**config.mk**
```make
export PLATFORM = sky130hd
export DESIGN_NAME = pdm_demux_pcm_rms_meter_unit_flat
export DESIGN_NICKNAME = d
export VERILOG_FILES = /design/src/rtl/pdm_rms_pkg.sv /design/src/rtl/pdm_rms_if.sv /design/src/rtl/pdm_rms_ram.sv /design/src/rtl/pdm_rms_sqrt.sv /design/src/rtl/pdm_demux_pcm_rms_meter_unit.sv /design/src/flat_wrapper.sv
export VERILOG_INCLUDE_DIRS = /design/src /design/src/rtl
export SDC_FILE = /design/constraint.sdc
export NUM_CORES = 1
export LEC_CHECK = 0
export CORE_ASPECT_RATIO = 2
export CORE_MARGIN = 2
export CORE_UTILIZATION = 50
export CTS_BUF_LIST = sky130_fd_sc_hd__clkbuf_4 sky130_fd_sc_hd__clkbuf_8
export DETAILED_ROUTE_END_ITERATION = 12
export DONT_BUFFER_PORTS = 1
export GPL_TIMING_DRIVEN = 0
export PLACE_DENSITY = 0.61
export SLEW_MARGIN = 40
export SYNTH_ARGS = -nofsm -noshare
export SYNTH_HDL_FRONTEND = slang
export SYNTH_SLANG_ARGS = --single-unit
```
**constraint.sdc**
```tcl
create_clock -name clk -period 4.12 [get_ports clk]
set_input_delay 0.618 -clock clk [delete_from_list [all_inputs] [get_ports clk]]
set_output_delay 0.618 -clock clk [all_outputs]
set_load 0.03 [all_outputs]
```
**src/rtl/pdm_demux_pcm_rms_meter_unit_assert.svh**
```systemverilog
// Assertion macros for the PDM demux / RMS meter unit.
`ifndef PDM_DEMUX_PCM_RMS_METER_UNIT_ASSERT_SVH
`define PDM_DEMUX_PCM_RMS_METER_UNIT_ASSERT_SVH

`ifndef SYNTH
// same-cycle implication
`define PDM_ASSERT_IMP(label, clk, rst_n, ante, cons) \
    label: assert property (@(posedge clk) disable iff (!rst_n) (ante) |-> (cons)) \
        else $error("assertion failed");
// next-cycle implication
`define PDM_ASSERT_NEXT(label, clk, rst_n, ante, cons) \
    label: assert property (@(posedge clk) disable iff (!rst_n) (ante) |=> (cons)) \
        else $error("assertion failed");
`else
`define PDM_ASSERT_IMP(label, clk, rst_n, ante, cons)
`define PDM_ASSERT_NEXT(label, clk, rst_n, ante, cons)
`endif

`endif

```
**src/rtl/pdm_rms_pkg.sv**
```systemverilog
// Shared constants for the PDM demux / RMS meter unit.
`default_nettype none

package pdm_rms_pkg;

    localparam int FRAME_SAMPLES  = 256;   // must be a power of two
    localparam int CHANNELS       = 4;
    localparam int PCM_FULL_SCALE = 4096;
    localparam int PDM_BITS       = 8;

    localparam int PDM_W   = 8;
    localparam int MIC_W   = 2;
    localparam int PCM_W   = 14;
    localparam int RMS_W   = 17;

    localparam int CH_W       = (CHANNELS > 1) ? $clog2(CHANNELS) : 1;
    localparam int SAMP_W     = $clog2(FRAME_SAMPLES);
    localparam int FRAME_LOG2 = $clog2(FRAME_SAMPLES);
    localparam int ONES_W     = $clog2(PDM_BITS + 1);
    localparam int DIFF_W     = ONES_W + 1;
    localparam int SQ_W       = $clog2(PDM_BITS * PDM_BITS + 1);
    localparam int PCM_SHIFT  = $clog2(PCM_FULL_SCALE / PDM_BITS);

    // accumulator holds sum of (ones - zeros)^2; the PCM scale is applied later
    localparam int ACC_W     = $clog2(FRAME_SAMPLES * PDM_BITS * PDM_BITS + 1);
    // energy * 256 / FRAME_SAMPLES as a left shift of the raw sum
    localparam int RAD_SHIFT = 2 * PCM_SHIFT + 8 - FRAME_LOG2;
    localparam int RAD_W     = ACC_W + RAD_SHIFT;
    localparam int ROOT_W    = (RAD_W + 1) / 2;
    localparam int PAD_W     = 2 * ROOT_W;
    localparam int REM_W     = ROOT_W + 2;
    localparam int ITER_W    = $clog2(ROOT_W);

endpackage

`default_nettype wire

```
**src/rtl/pdm_rms_if.sv**
```systemverilog
// Input and output channel interfaces for the PDM demux / RMS meter unit.
`default_nettype none

interface pdm_rms_in_if import pdm_rms_pkg::*; ();
    logic             valid;
    logic             ready;
    logic [PDM_W-1:0] pdm_bits;

    modport source (output valid, output pdm_bits, input ready);
    modport sink   (input valid, input pdm_bits, output ready);
endinterface

interface pdm_rms_out_if import pdm_rms_pkg::*; ();
    logic                    valid;
    logic                    ready;
    logic [MIC_W-1:0]        mic_index;
    logic signed [PCM_W-1:0] pcm_sample;
    logic                    rms_valid;
    logic [RMS_W-1:0]        rms_level;
    logic                    frame_last;

    modport source (output valid, output mic_index, output pcm_sample, output rms_valid,
                    output rms_level, output frame_last, input ready);
    modport sink   (input valid, input mic_index, input pcm_sample, input rms_valid,
                    input rms_level, input frame_last, output ready);
endinterface

`default_nettype wire

```
**src/rtl/pdm_rms_ram.sv**
```systemverilog
// Generic single-write, single-read RAM with registered read data.
`default_nettype none

module pdm_rms_ram #(
    parameter int WIDTH = 8,
    parameter int DEPTH = 4
) (
    input  logic                                      clk,
    input  logic                                      wr_en,
    input  logic [((DEPTH > 1) ? $clog2(DEPTH) : 1)-1:0] wr_addr,
    input  logic [WIDTH-1:0]                          wr_data,
    input  logic                                      rd_en,
    input  logic [((DEPTH > 1) ? $clog2(DEPTH) : 1)-1:0] rd_addr,
    output logic [WIDTH-1:0]                          rd_data
);

    logic [WIDTH-1:0] mem_reg [DEPTH];
    logic [WIDTH-1:0] rd_data_reg;

    always_ff @(posedge clk)
    begin
        if (wr_en)
        begin
            mem_reg[wr_addr] <= wr_data;
        end
        if (rd_en)
        begin
            rd_data_reg <= mem_reg[rd_addr];
        end
    end

    assign rd_data = rd_data_reg;

endmodule

`default_nettype wire

```
**src/rtl/pdm_rms_sqrt.sv**
```systemverilog
// Bit-serial floor square root, one result bit per cycle.
`default_nettype none

module pdm_rms_sqrt import pdm_rms_pkg::*; (
    input  logic              clk,
    input  logic              rst_n,
    input  logic              start,
    input  logic [RAD_W-1:0]  radicand,
    output logic              done,
    output logic [ROOT_W-1:0] root
);

    logic              busy_reg;
    logic              done_reg;
    logic [ITER_W-1:0] cnt_reg;
    logic [PAD_W-1:0]  rad_reg;
    logic [REM_W-1:0]  rem_reg;
    logic [ROOT_W-1:0] root_reg;

    logic [REM_W-1:0]  rem_shift;
    logic [REM_W-1:0]  trial;
    logic              take;
    logic [REM_W-1:0]  rem_next;
    logic [ROOT_W-1:0] root_next;

    // remainder stays below 2*root, so its top two bits are free before the shift
    always_comb
    begin
        rem_shift = {rem_reg[REM_W-3:0], rad_reg[PAD_W-1 -: 2]};
        trial     = {root_reg, 2'b01};
        take      = (rem_shift >= trial);
        rem_next  = take ? (rem_shift - trial) : rem_shift;
        root_next = {root_reg[ROOT_W-2:0], take};
    end

    always_ff @(posedge clk or negedge rst_n)
    begin
        if (!rst_n)
        begin
            busy_reg <= 1'b0;
            done_reg <= 1'b0;
            cnt_reg  <= '0;
        end
        else
        begin
            done_reg <= 1'b0;
            if (start)
            begin
                busy_reg <= 1'b1;
                cnt_reg  <= '0;
            end
            else if (busy_reg)
            begin
                if (cnt_reg == ITER_W'(ROOT_W - 1))
                begin
                    busy_reg <= 1'b0;
                    done_reg <= 1'b1;
                end
                else
                begin
                    cnt_reg <= cnt_reg + 1'b1;
                end
            end
        end
    end

    always_ff @(posedge clk)
    begin
        if (start)
        begin
            rad_reg  <= PAD_W'(radicand);
            rem_reg  <= '0;
            root_reg <= '0;
        end
        else if (busy_reg)
        begin
            rad_reg  <= rad_reg << 2;
            rem_reg  <= rem_next;
            root_reg <= root_next;
        end
    end

    assign done = done_reg;
    assign root = root_reg;

endmodule

`default_nettype wire

```
**src/rtl/pdm_demux_pcm_rms_meter_unit.sv**
```systemverilog
// Top level of the PDM demux with per-microphone PCM output and RMS level meter.
//
// Input channel in_ch carries one PDM byte (8 bits, MSB first) per item, the
// microphones interleaved in turn starting with microphone 0. Every accepted
// item gives exactly one output item on out_ch: the microphone index, the PCM
// sample ((ones - zeros) * 512), and on the last sampling instant of a frame
// the microphone's RMS level (4 fractional bits) with rms_valid set. The last
// byte of the whole frame also raises frame_last.
// Per-microphone energy sums live in a small RAM (registered read), read at
// accept, updated and written back in the next cycle; one item is in flight.
// An ordinary item passes the accumulate and output states on its way to
// out_ch, and no new item is taken until the block is back in idle. An item
// that closes a microphone's frame also runs the 17-step serial square root
// between those two states before its result is registered on out_ch.
// The output register lets the next item be accepted while a result waits;
// that next item then holds in its final step until the receiver takes the
// waiting result. Reset clears the counters and marks all sums empty (an
// empty sum reads as zero), so the block accepts items right after reset.
`default_nettype none

module pdm_demux_pcm_rms_meter_unit import pdm_rms_pkg::*; (
    input  logic                clk,
    input  logic                rst_n,
    pdm_rms_in_if.sink          in_ch,
    pdm_rms_out_if.source       out_ch
);

`include "pdm_demux_pcm_rms_meter_unit_assert.svh"

    typedef enum logic [3:0] {
        S_IDLE = 4'b0001,
        S_ACC  = 4'b0010,
        S_SQRT = 4'b0100,
        S_OUT  = 4'b1000
    } state_t;

    state_t state_reg, state_next;

    logic [CH_W-1:0]         chan_reg;
    logic [SAMP_W-1:0]       samp_reg;
    logic [CHANNELS-1:0]     acc_vld_reg;

    // item in flight
    logic [CH_W-1:0]         mic_reg;
    logic signed [DIFF_W-1:0] diff_reg;
    logic                    last_inst_reg;
    logic                    frame_last_reg;
    logic [RMS_W-1:0]        rms_reg;

    // output register
    logic                    out_valid_reg;
    logic [MIC_W-1:0]        out_mic_reg;
    logic signed [PCM_W-1:0] out_pcm_reg;
    logic                    out_rms_valid_reg;
    logic [RMS_W-1:0]        out_rms_reg;
    logic                    out_frame_last_reg;

    logic                    accept;
    logic                    last_mic;
    logic                    last_inst;
    logic [ONES_W-1:0]       ones_cnt;
    logic [DIFF_W-1:0]       diff_next;
    logic [DIFF_W-1:0]       mag;
    logic [SQ_W-1:0]         sq;
    logic [ACC_W-1:0]        acc_rd;
    logic [ACC_W-1:0]        acc_old;
    logic [ACC_W-1:0]        acc_sum;
    logic                    acc_wr;
    logic [RAD_W-1:0]        radicand;
    logic                    sq_start;
    logic                    sq_done;
    logic [ROOT_W-1:0]       sq_root;
    logic                    out_free;

    assign accept    = in_ch.valid && in_ch.ready;
    assign in_ch.ready = (state_reg == S_IDLE);
    assign last_mic  = (chan_reg >= CH_W'(CHANNELS - 1));
    assign last_inst = (samp_reg >= SAMP_W'(FRAME_SAMPLES - 1));
    assign out_free  = !out_valid_reg || out_ch.ready;

    always_comb
    begin
        ones_cnt = '0;
        for (int b = 0; b < PDM_BITS; b++)
        begin
            ones_cnt = ones_cnt + ONES_W'(in_ch.pdm_bits[b]);
        end
        diff_next = {ones_cnt, 1'b0} - DIFF_W'(PDM_BITS);
    end

    // read-modify-write of the per-microphone sum; the FSM keeps one access open
    always_comb
    begin
        mag      = diff_reg[DIFF_W-1] ? (~diff_reg + 1'b1) : diff_reg;
        sq       = SQ_W'(mag * mag);
        acc_old  = acc_vld_reg[mic_reg] ? acc_rd : '0;
        acc_sum  = acc_old + ACC_W'(sq);
        acc_wr   = (state_reg == S_ACC);
        radicand = RAD_W'(acc_sum) << RAD_SHIFT;
        sq_start = acc_wr && last_inst_reg;
    end

    pdm_rms_ram #(
        .WIDTH (ACC_W),
        .DEPTH (CHANNELS)
    ) u_acc_ram (
        .clk     (clk),
        .wr_en   (acc_wr),
        .wr_addr (mic_reg),
        .wr_data (last_inst_reg ? '0 : acc_sum),
        .rd_en   (accept),
        .rd_addr (chan_reg),
        .rd_data (acc_rd)
    );

    pdm_rms_sqrt u_sqrt (
        .clk      (clk),
        .rst_n    (rst_n),
        .start    (sq_start),
        .radicand (radicand),
        .done     (sq_done),
        .root     (sq_root)
    );

    always_comb
    begin
        state_next = state_reg;
        case (state_reg)
            S_IDLE:  if (accept) state_next = S_ACC;
            S_ACC:   state_next = last_inst_reg ? S_SQRT : S_OUT;
            S_SQRT:  if (sq_done) state_next = S_OUT;
            S_OUT:   if (out_free) state_next = S_IDLE;
            default: state_next = S_IDLE;
        endcase
    end

    always_ff @(posedge clk or negedge rst_n)
    begin
        if (!rst_n)
        begin
            state_reg     <= S_IDLE;
            chan_reg      <= '0;
            samp_reg      <= '0;
            acc_vld_reg   <= '0;
            out_valid_reg <= 1'b0;
        end
        else
        begin
            state_reg <= state_next;
            if (accept)
            begin
                if (last_mic)
                begin
                    chan_reg <= '0;
                    samp_reg <= last_inst ? '0 : samp_reg + 1'b1;
                end
                else
                begin
                    chan_reg <= chan_reg + 1'b1;
                end
            end
            if (acc_wr)
            begin
                acc_vld_reg[mic_reg] <= 1'b1;
            end
            if (state_reg == S_OUT && out_free)
            begin
                out_valid_reg <= 1'b1;
            end
            else if (out_ch.ready)
            begin
                out_valid_reg <= 1'b0;
            end
        end
    end

    always_ff @(posedge clk)
    begin
        if (accept)
        begin
            mic_reg        <= chan_reg;
            diff_reg       <= diff_next;
            last_inst_reg  <= last_inst;
            frame_last_reg <= last_inst && last_mic;
        end
        if (acc_wr)
        begin
            rms_reg <= '0;
        end
        else if (state_reg == S_SQRT && sq_done)
        begin
            rms_reg <= RMS_W'(sq_root);
        end
        if (state_reg == S_OUT && out_free)
        begin
            out_mic_reg        <= MIC_W'(mic_reg);
            out_pcm_reg        <= PCM_W'(diff_reg) <<< PCM_SHIFT;
            out_rms_valid_reg  <= last_inst_reg;
            out_rms_reg        <= rms_reg;
            out_frame_last_reg <= frame_last_reg;
        end
    end

    assign out_ch.valid      = out_valid_reg;
    assign out_ch.mic_index  = out_mic_reg;
    assign out_ch.pcm_sample = out_pcm_reg;
    assign out_ch.rms_valid  = out_rms_valid_reg;
    assign out_ch.rms_level  = out_rms_reg;
    assign out_ch.frame_last = out_frame_last_reg;

    `PDM_ASSERT_NEXT(a_accept_to_acc, clk, rst_n, accept, state_reg == S_ACC)
    `PDM_ASSERT_IMP(a_sqrt_done_in_sqrt, clk, rst_n, sq_done, state_reg == S_SQRT)
    `PDM_ASSERT_IMP(a_rms_zero_when_invalid, clk, rst_n, out_valid_reg && !out_rms_valid_reg,
                    out_rms_reg == '0)
    `PDM_ASSERT_IMP(a_frame_last_has_rms, clk, rst_n, out_valid_reg && out_frame_last_reg,
                    out_rms_valid_reg)

endmodule

`default_nettype wire
```
**src/flat_wrapper.sv**
```systemverilog
// flat-port wrapper written by rule: the top's interface ports become plain ports
module pdm_demux_pcm_rms_meter_unit_flat import pdm_rms_pkg::*;
  (clk, rst_n, in_ch_valid, in_ch_pdm_bits, in_ch_ready, out_ch_valid, out_ch_mic_index, out_ch_pcm_sample, out_ch_rms_valid, out_ch_rms_level, out_ch_frame_last, out_ch_ready);
  pdm_rms_in_if in_ch_i ();
  pdm_rms_out_if out_ch_i ();
  input  logic clk;
  input  logic rst_n;
  input wire logic [$bits(in_ch_i.valid)-1:0] in_ch_valid;
  input wire logic [$bits(in_ch_i.pdm_bits)-1:0] in_ch_pdm_bits;
  output wire logic [$bits(in_ch_i.ready)-1:0] in_ch_ready;
  output wire logic [$bits(out_ch_i.valid)-1:0] out_ch_valid;
  output wire logic [$bits(out_ch_i.mic_index)-1:0] out_ch_mic_index;
  output wire logic [$bits(out_ch_i.pcm_sample)-1:0] out_ch_pcm_sample;
  output wire logic [$bits(out_ch_i.rms_valid)-1:0] out_ch_rms_valid;
  output wire logic [$bits(out_ch_i.rms_level)-1:0] out_ch_rms_level;
  output wire logic [$bits(out_ch_i.frame_last)-1:0] out_ch_frame_last;
  input wire logic [$bits(out_ch_i.ready)-1:0] out_ch_ready;
  assign in_ch_i.valid = in_ch_valid;
  assign in_ch_i.pdm_bits = in_ch_pdm_bits;
  assign in_ch_ready = in_ch_i.ready;
  assign out_ch_valid = out_ch_i.valid;
  assign out_ch_mic_index = out_ch_i.mic_index;
  assign out_ch_pcm_sample = out_ch_i.pcm_sample;
  assign out_ch_rms_valid = out_ch_i.rms_valid;
  assign out_ch_rms_level = out_ch_i.rms_level;
  assign out_ch_frame_last = out_ch_i.frame_last;
  assign out_ch_i.ready = out_ch_ready;
  pdm_demux_pcm_rms_meter_unit u_core (.clk(clk), .rst_n(rst_n), .in_ch(in_ch_i), .out_ch(out_ch_i));
endmodule
```
==> reports/summary.md <==
The flow ran to the end, and the final reports show no timing, DRC or antenna violations. The sequential power share is 0.368. The category of the worst setup path capture point is a flip-flop. Share of synthesized area occupied by flip-flops and latches: 0.589. The final layout contains routed wiring with a total length of 19900 um. Among all flip-flop cells after synthesis, the most frequent one is edfxtp_1. Cell internal power was estimated by the tool at 0.00519 W. For the global placer's final weighted congestion, the log shows 0.875. The critical path goes through mux4_2 -> clkbuf_1 -> and2_1 -> ha_1 -> ha_1 -> a21o_1 -> a21oi_1 -> nor2b_1 -> nor2_1 -> nor2_1 -> xor2_1 -> nor2_1. For the number of buffers inserted during clock tree synthesis, the log shows 29. The number of enable flip-flop cells after synthesis is 123, and the number of top-level design ports is 49. In this run the power density over the cells is 841 nW/um2.

The die boundary width was 99.6 um. The number of flip-flops and latches in the synthesized netlist is 201, and the post-DP HPWL is 15000 um. The Yosys step of the flow raised 0 warnings. Commonest non-fill, non-tap cell in the layout: edfxtp_1. The tools report the layout filler cell count as 1531. Setup repair after global routing left no endpoint under its margin.

Share of cells above drive strength 1: 0.151. For the part of the power in combinational logic, the log shows 0.443. The number of failing hold endpoints at the final stage is 0, and the number of DRC violations after detailed-routing iteration 0 is 194. The routed length per instance was 19.0 um; the switching power was 0.00339 W. Class of the most critical setup path: flip-flop to flip-flop. For the number of cells in the design after placement, the log shows 992. The core utilization of the finished layout is 0.562. The run gives 0.213 as the total routing usage reported by global routing. The tools report the distinct cell type count after synthesis as 67.

The launch point of the worst hold path was in_ch_valid. Across the VDD grid, the largest voltage drop is 328 uV. In this run the post-CTS setup repair buffer count came out at 0. TritonCTS built the clock tree. The endpoint of the lowest-slack register-to-register path was u_core.u_acc_ram.mem_reg[3][12]. The number of global-route vias before repair is 6281. The count of vias placed by the detailed router came out at 5875. The worst setup path is launched from a flip-flop. The initial standard-cell utilization of the core was 0.504; the remaining antenna violation count after routing was 0. The transition time of the tightest slew-check pin came out at 757 ps. Later-pin clock latency in the skew report: 580 ps.

The register with the most flip-flops in the layout has 60 of them. After layout, the design draws a total of 0.00858 W. Clock tree synthesis selected as its root buffer the cell clkbuf_8.

The tools report the die footprint as 19400 um2. In this run the register-to-register setup slack is 420 ps. The first detailed-routing pass took 4 iterations. After technology mapping, the gate count stands at 756. For the maximum root-to-sink buffer count, the log shows 3. The cell area after technology mapping was 9140 um2. The net switching share of the total power was 0.395; the worst reg2reg path depth was 12. The tools report the number of nets in the layout as 859. The detailed-route vias per instance is 5.61, and the top achievable clock speed is 270 MHz. The library cell appearing most often on the critical path was nor2_1. After floorplanning, the core was sized to cover 18100 um2. In this run the critical register-to-register path is launched from u_core.mic_reg[0]. In this run the static leakage power is 4.03 nW.

The data arrival time at the worst-slack endpoint came out at 3970 ps. The tools report the end point of the worst hold path as u_core.state_reg[1]. Subtracting the final worst setup slack from the clock period gives 3700 ps. The number of cells on the worst hold path works out to 1. The maximum cell stage delay along the critical path came out at 640 ps. The clock group share of total power came out at 0.188. The total number of clock tree sinks came out at 201. Of all nets on the critical path, the largest fanout is 10. Across the run, the number of max-cap violations was 0.

The logs give 0 for the final global-route overflow total and 32200 um for the global-route wire length before repair. The area growth from synthesis to layout is 11.6%, and the number of setup violations in the final report is 0. The class of the tightest hold or removal check was input port to flip-flop. Buffers placed on the I/O ports in this run total 0. The category of cells accounting for the largest share of critical-path delay is simple AND/OR/NAND/NOR gates.

For the antenna diode count, the log shows 0. The post-route clock period utilization is 0.898, and the number of DRC violations after detailed routing is 0. The run gives 27 as the pin count of the biggest net entering global routing. The top cell types in the final layout, fill and taps aside, are 123 x edfxtp_1, 91 x nand2_1, 61 x nor2_1.

The max-slew headroom at the worst pin is 0.493. Hold timing on the final database bottoms out at a slack of 177 ps. Clock skew on the completed layout was measured at 15.1 ps. The worst path buffer plus inverter count works out to 1. The share of flip-flops with an asynchronous set or reset after synthesis was 0.129; the number of H-tree levels was 1. The finished layout holds 1048 standard cells, fillers aside. The count of pins over their slew limit was 0; the synthesized area per cell was 12.1 um2.

Clock-pin slew was measured on the worst setup and hold paths at 70 ps. The floorplan step set the die height to 195 um. The master of the slowest instance on the critical path was mux4_2. At the worst endpoint, the required time is 4390 ps.

The initialized floorplan defines 70 standard-cell rows. The run gives 0 as the number of antenna violations at the first check in global routing.
worst max path at each step:
stage | from | end | cells past startpoint
after floorplan | u_core.diff_reg[1] | u_core.u_sqrt.rad_reg[31] | 17
after CTS | u_core.diff_reg[1] | u_core.u_acc_ram.mem_reg[2][13] | 17
after global routing | u_core.diff_reg[1] | u_core.u_acc_ram.mem_reg[0][12] | 15
after detailed placement | u_core.diff_reg[1] | u_core.u_acc_ram.mem_reg[3][9] | 16
after global placement | u_core.state_reg[3] | u_core.u_acc_ram.mem_reg[2][2] | 4
final | u_core.mic_reg[0] | u_core.u_acc_ram.mem_reg[3][12] | 12
synth_stat cells (all sizes together) (10+ instances only):
| master | count | share of area |
|---|---|---|
| a21oi | 39 | 0.021 |
| and2 | 10 | 0.0068 |
| buf | 20 | 0.016 |
| clkbuf | 23 | 0.0094 |
| dfrtp | 25 | 0.068 |
| dfxtp | 52 | 0.11 |
| edfxtp | 123 | 0.40 |
| ha | 34 | 0.047 |
| inv | 38 | 0.016 |
| mux2i | 24 | 0.026 |
| mux4 | 16 | 0.039 |
| nand2 | 91 | 0.037 |
| nand3 | 16 | 0.0088 |
| nand4 | 11 | 0.0075 |
| nor2 | 63 | 0.026 |
| o21ai | 27 | 0.015 |
| xnor2 | 21 | 0.020 |
| xor2 | 17 | 0.016 |
worst reg2reg max path, stage by stage (launching register included):
cell      delay (ps)
edfxtp_1         480
mux4_2           640
clkbuf_1         300
and2_1           250
ha_1             200
ha_1             210
a21o_1           170
a21oi_1          260
nor2b_1           80
nor2_1           340
nor2_1           100
xor2_1           240
nor2_1           130
what timing repair did:
action,in CTS,in global routing
endpoints found under the hold margin,26,0
resized for setup,0,1
endpoints found under the setup margin,0,4
hold buffers,2,0
power groups by stage:
stage	logic [W]	registers [W]	clock network, W
4_1_cts	0.00382	0.00315	0.00166
3_3_place_gp	0.00363	0.00317	0
6_report	0.00380	0.00316	0.00162
5_1_grt	0.00421	0.00321	0.00174
3_5_place_dp	0.00379	0.00319	0
2_1_floorplan	0.00287	0.00307	0
area by class of cell:
type	count	area, um2	share of cell area
Buffer	43	233	0.0228
Clock buffer	42	509	0.0499
Clock inverter	12	88.8	0.00871
Inverter	38	143	0.0140
Multi-Input combinational cell	483	3460	0.339
Sequential cell	201	5390	0.528
Tap cell	216	270	0.0265
Timing Repair Buffer	13	106	0.0104
routing by layer:
layer	vias to the layer above	track usage	wire, um
met5	-	0	0
li1	2822	-	-
met4	0	0.115	1040
met1	2886	0.210	6700
met3	62	0.0268	545
met2	105	0.413	11600
logic make-up after synthesis:
logic type,Yosys count,share of synthesized area
simple gates,238,0.122
flops,201,0.589
compound gates,117,0.0872
buf+inv,81,0.0409
mux,42,0.0682
fa+ha+maj,38,0.0553
xor+xnor,38,0.0364
other cells,1,0.000410
through the flow:
stage | setup TNS (ps) | area [um2] | setup slack, ps
5_1_grt | 0 | 10200 | 141
2_1_floorplan | 0 | 9170 | 886
3_5_place_dp | 0 | 9560 | 385
4_1_cts | 0 | 10200 | 343
6_report | 0 | 10200 | 421
3_3_place_gp | -6130 | 9440 | -386
Note: power is estimated with default switching activity, not from simulation.
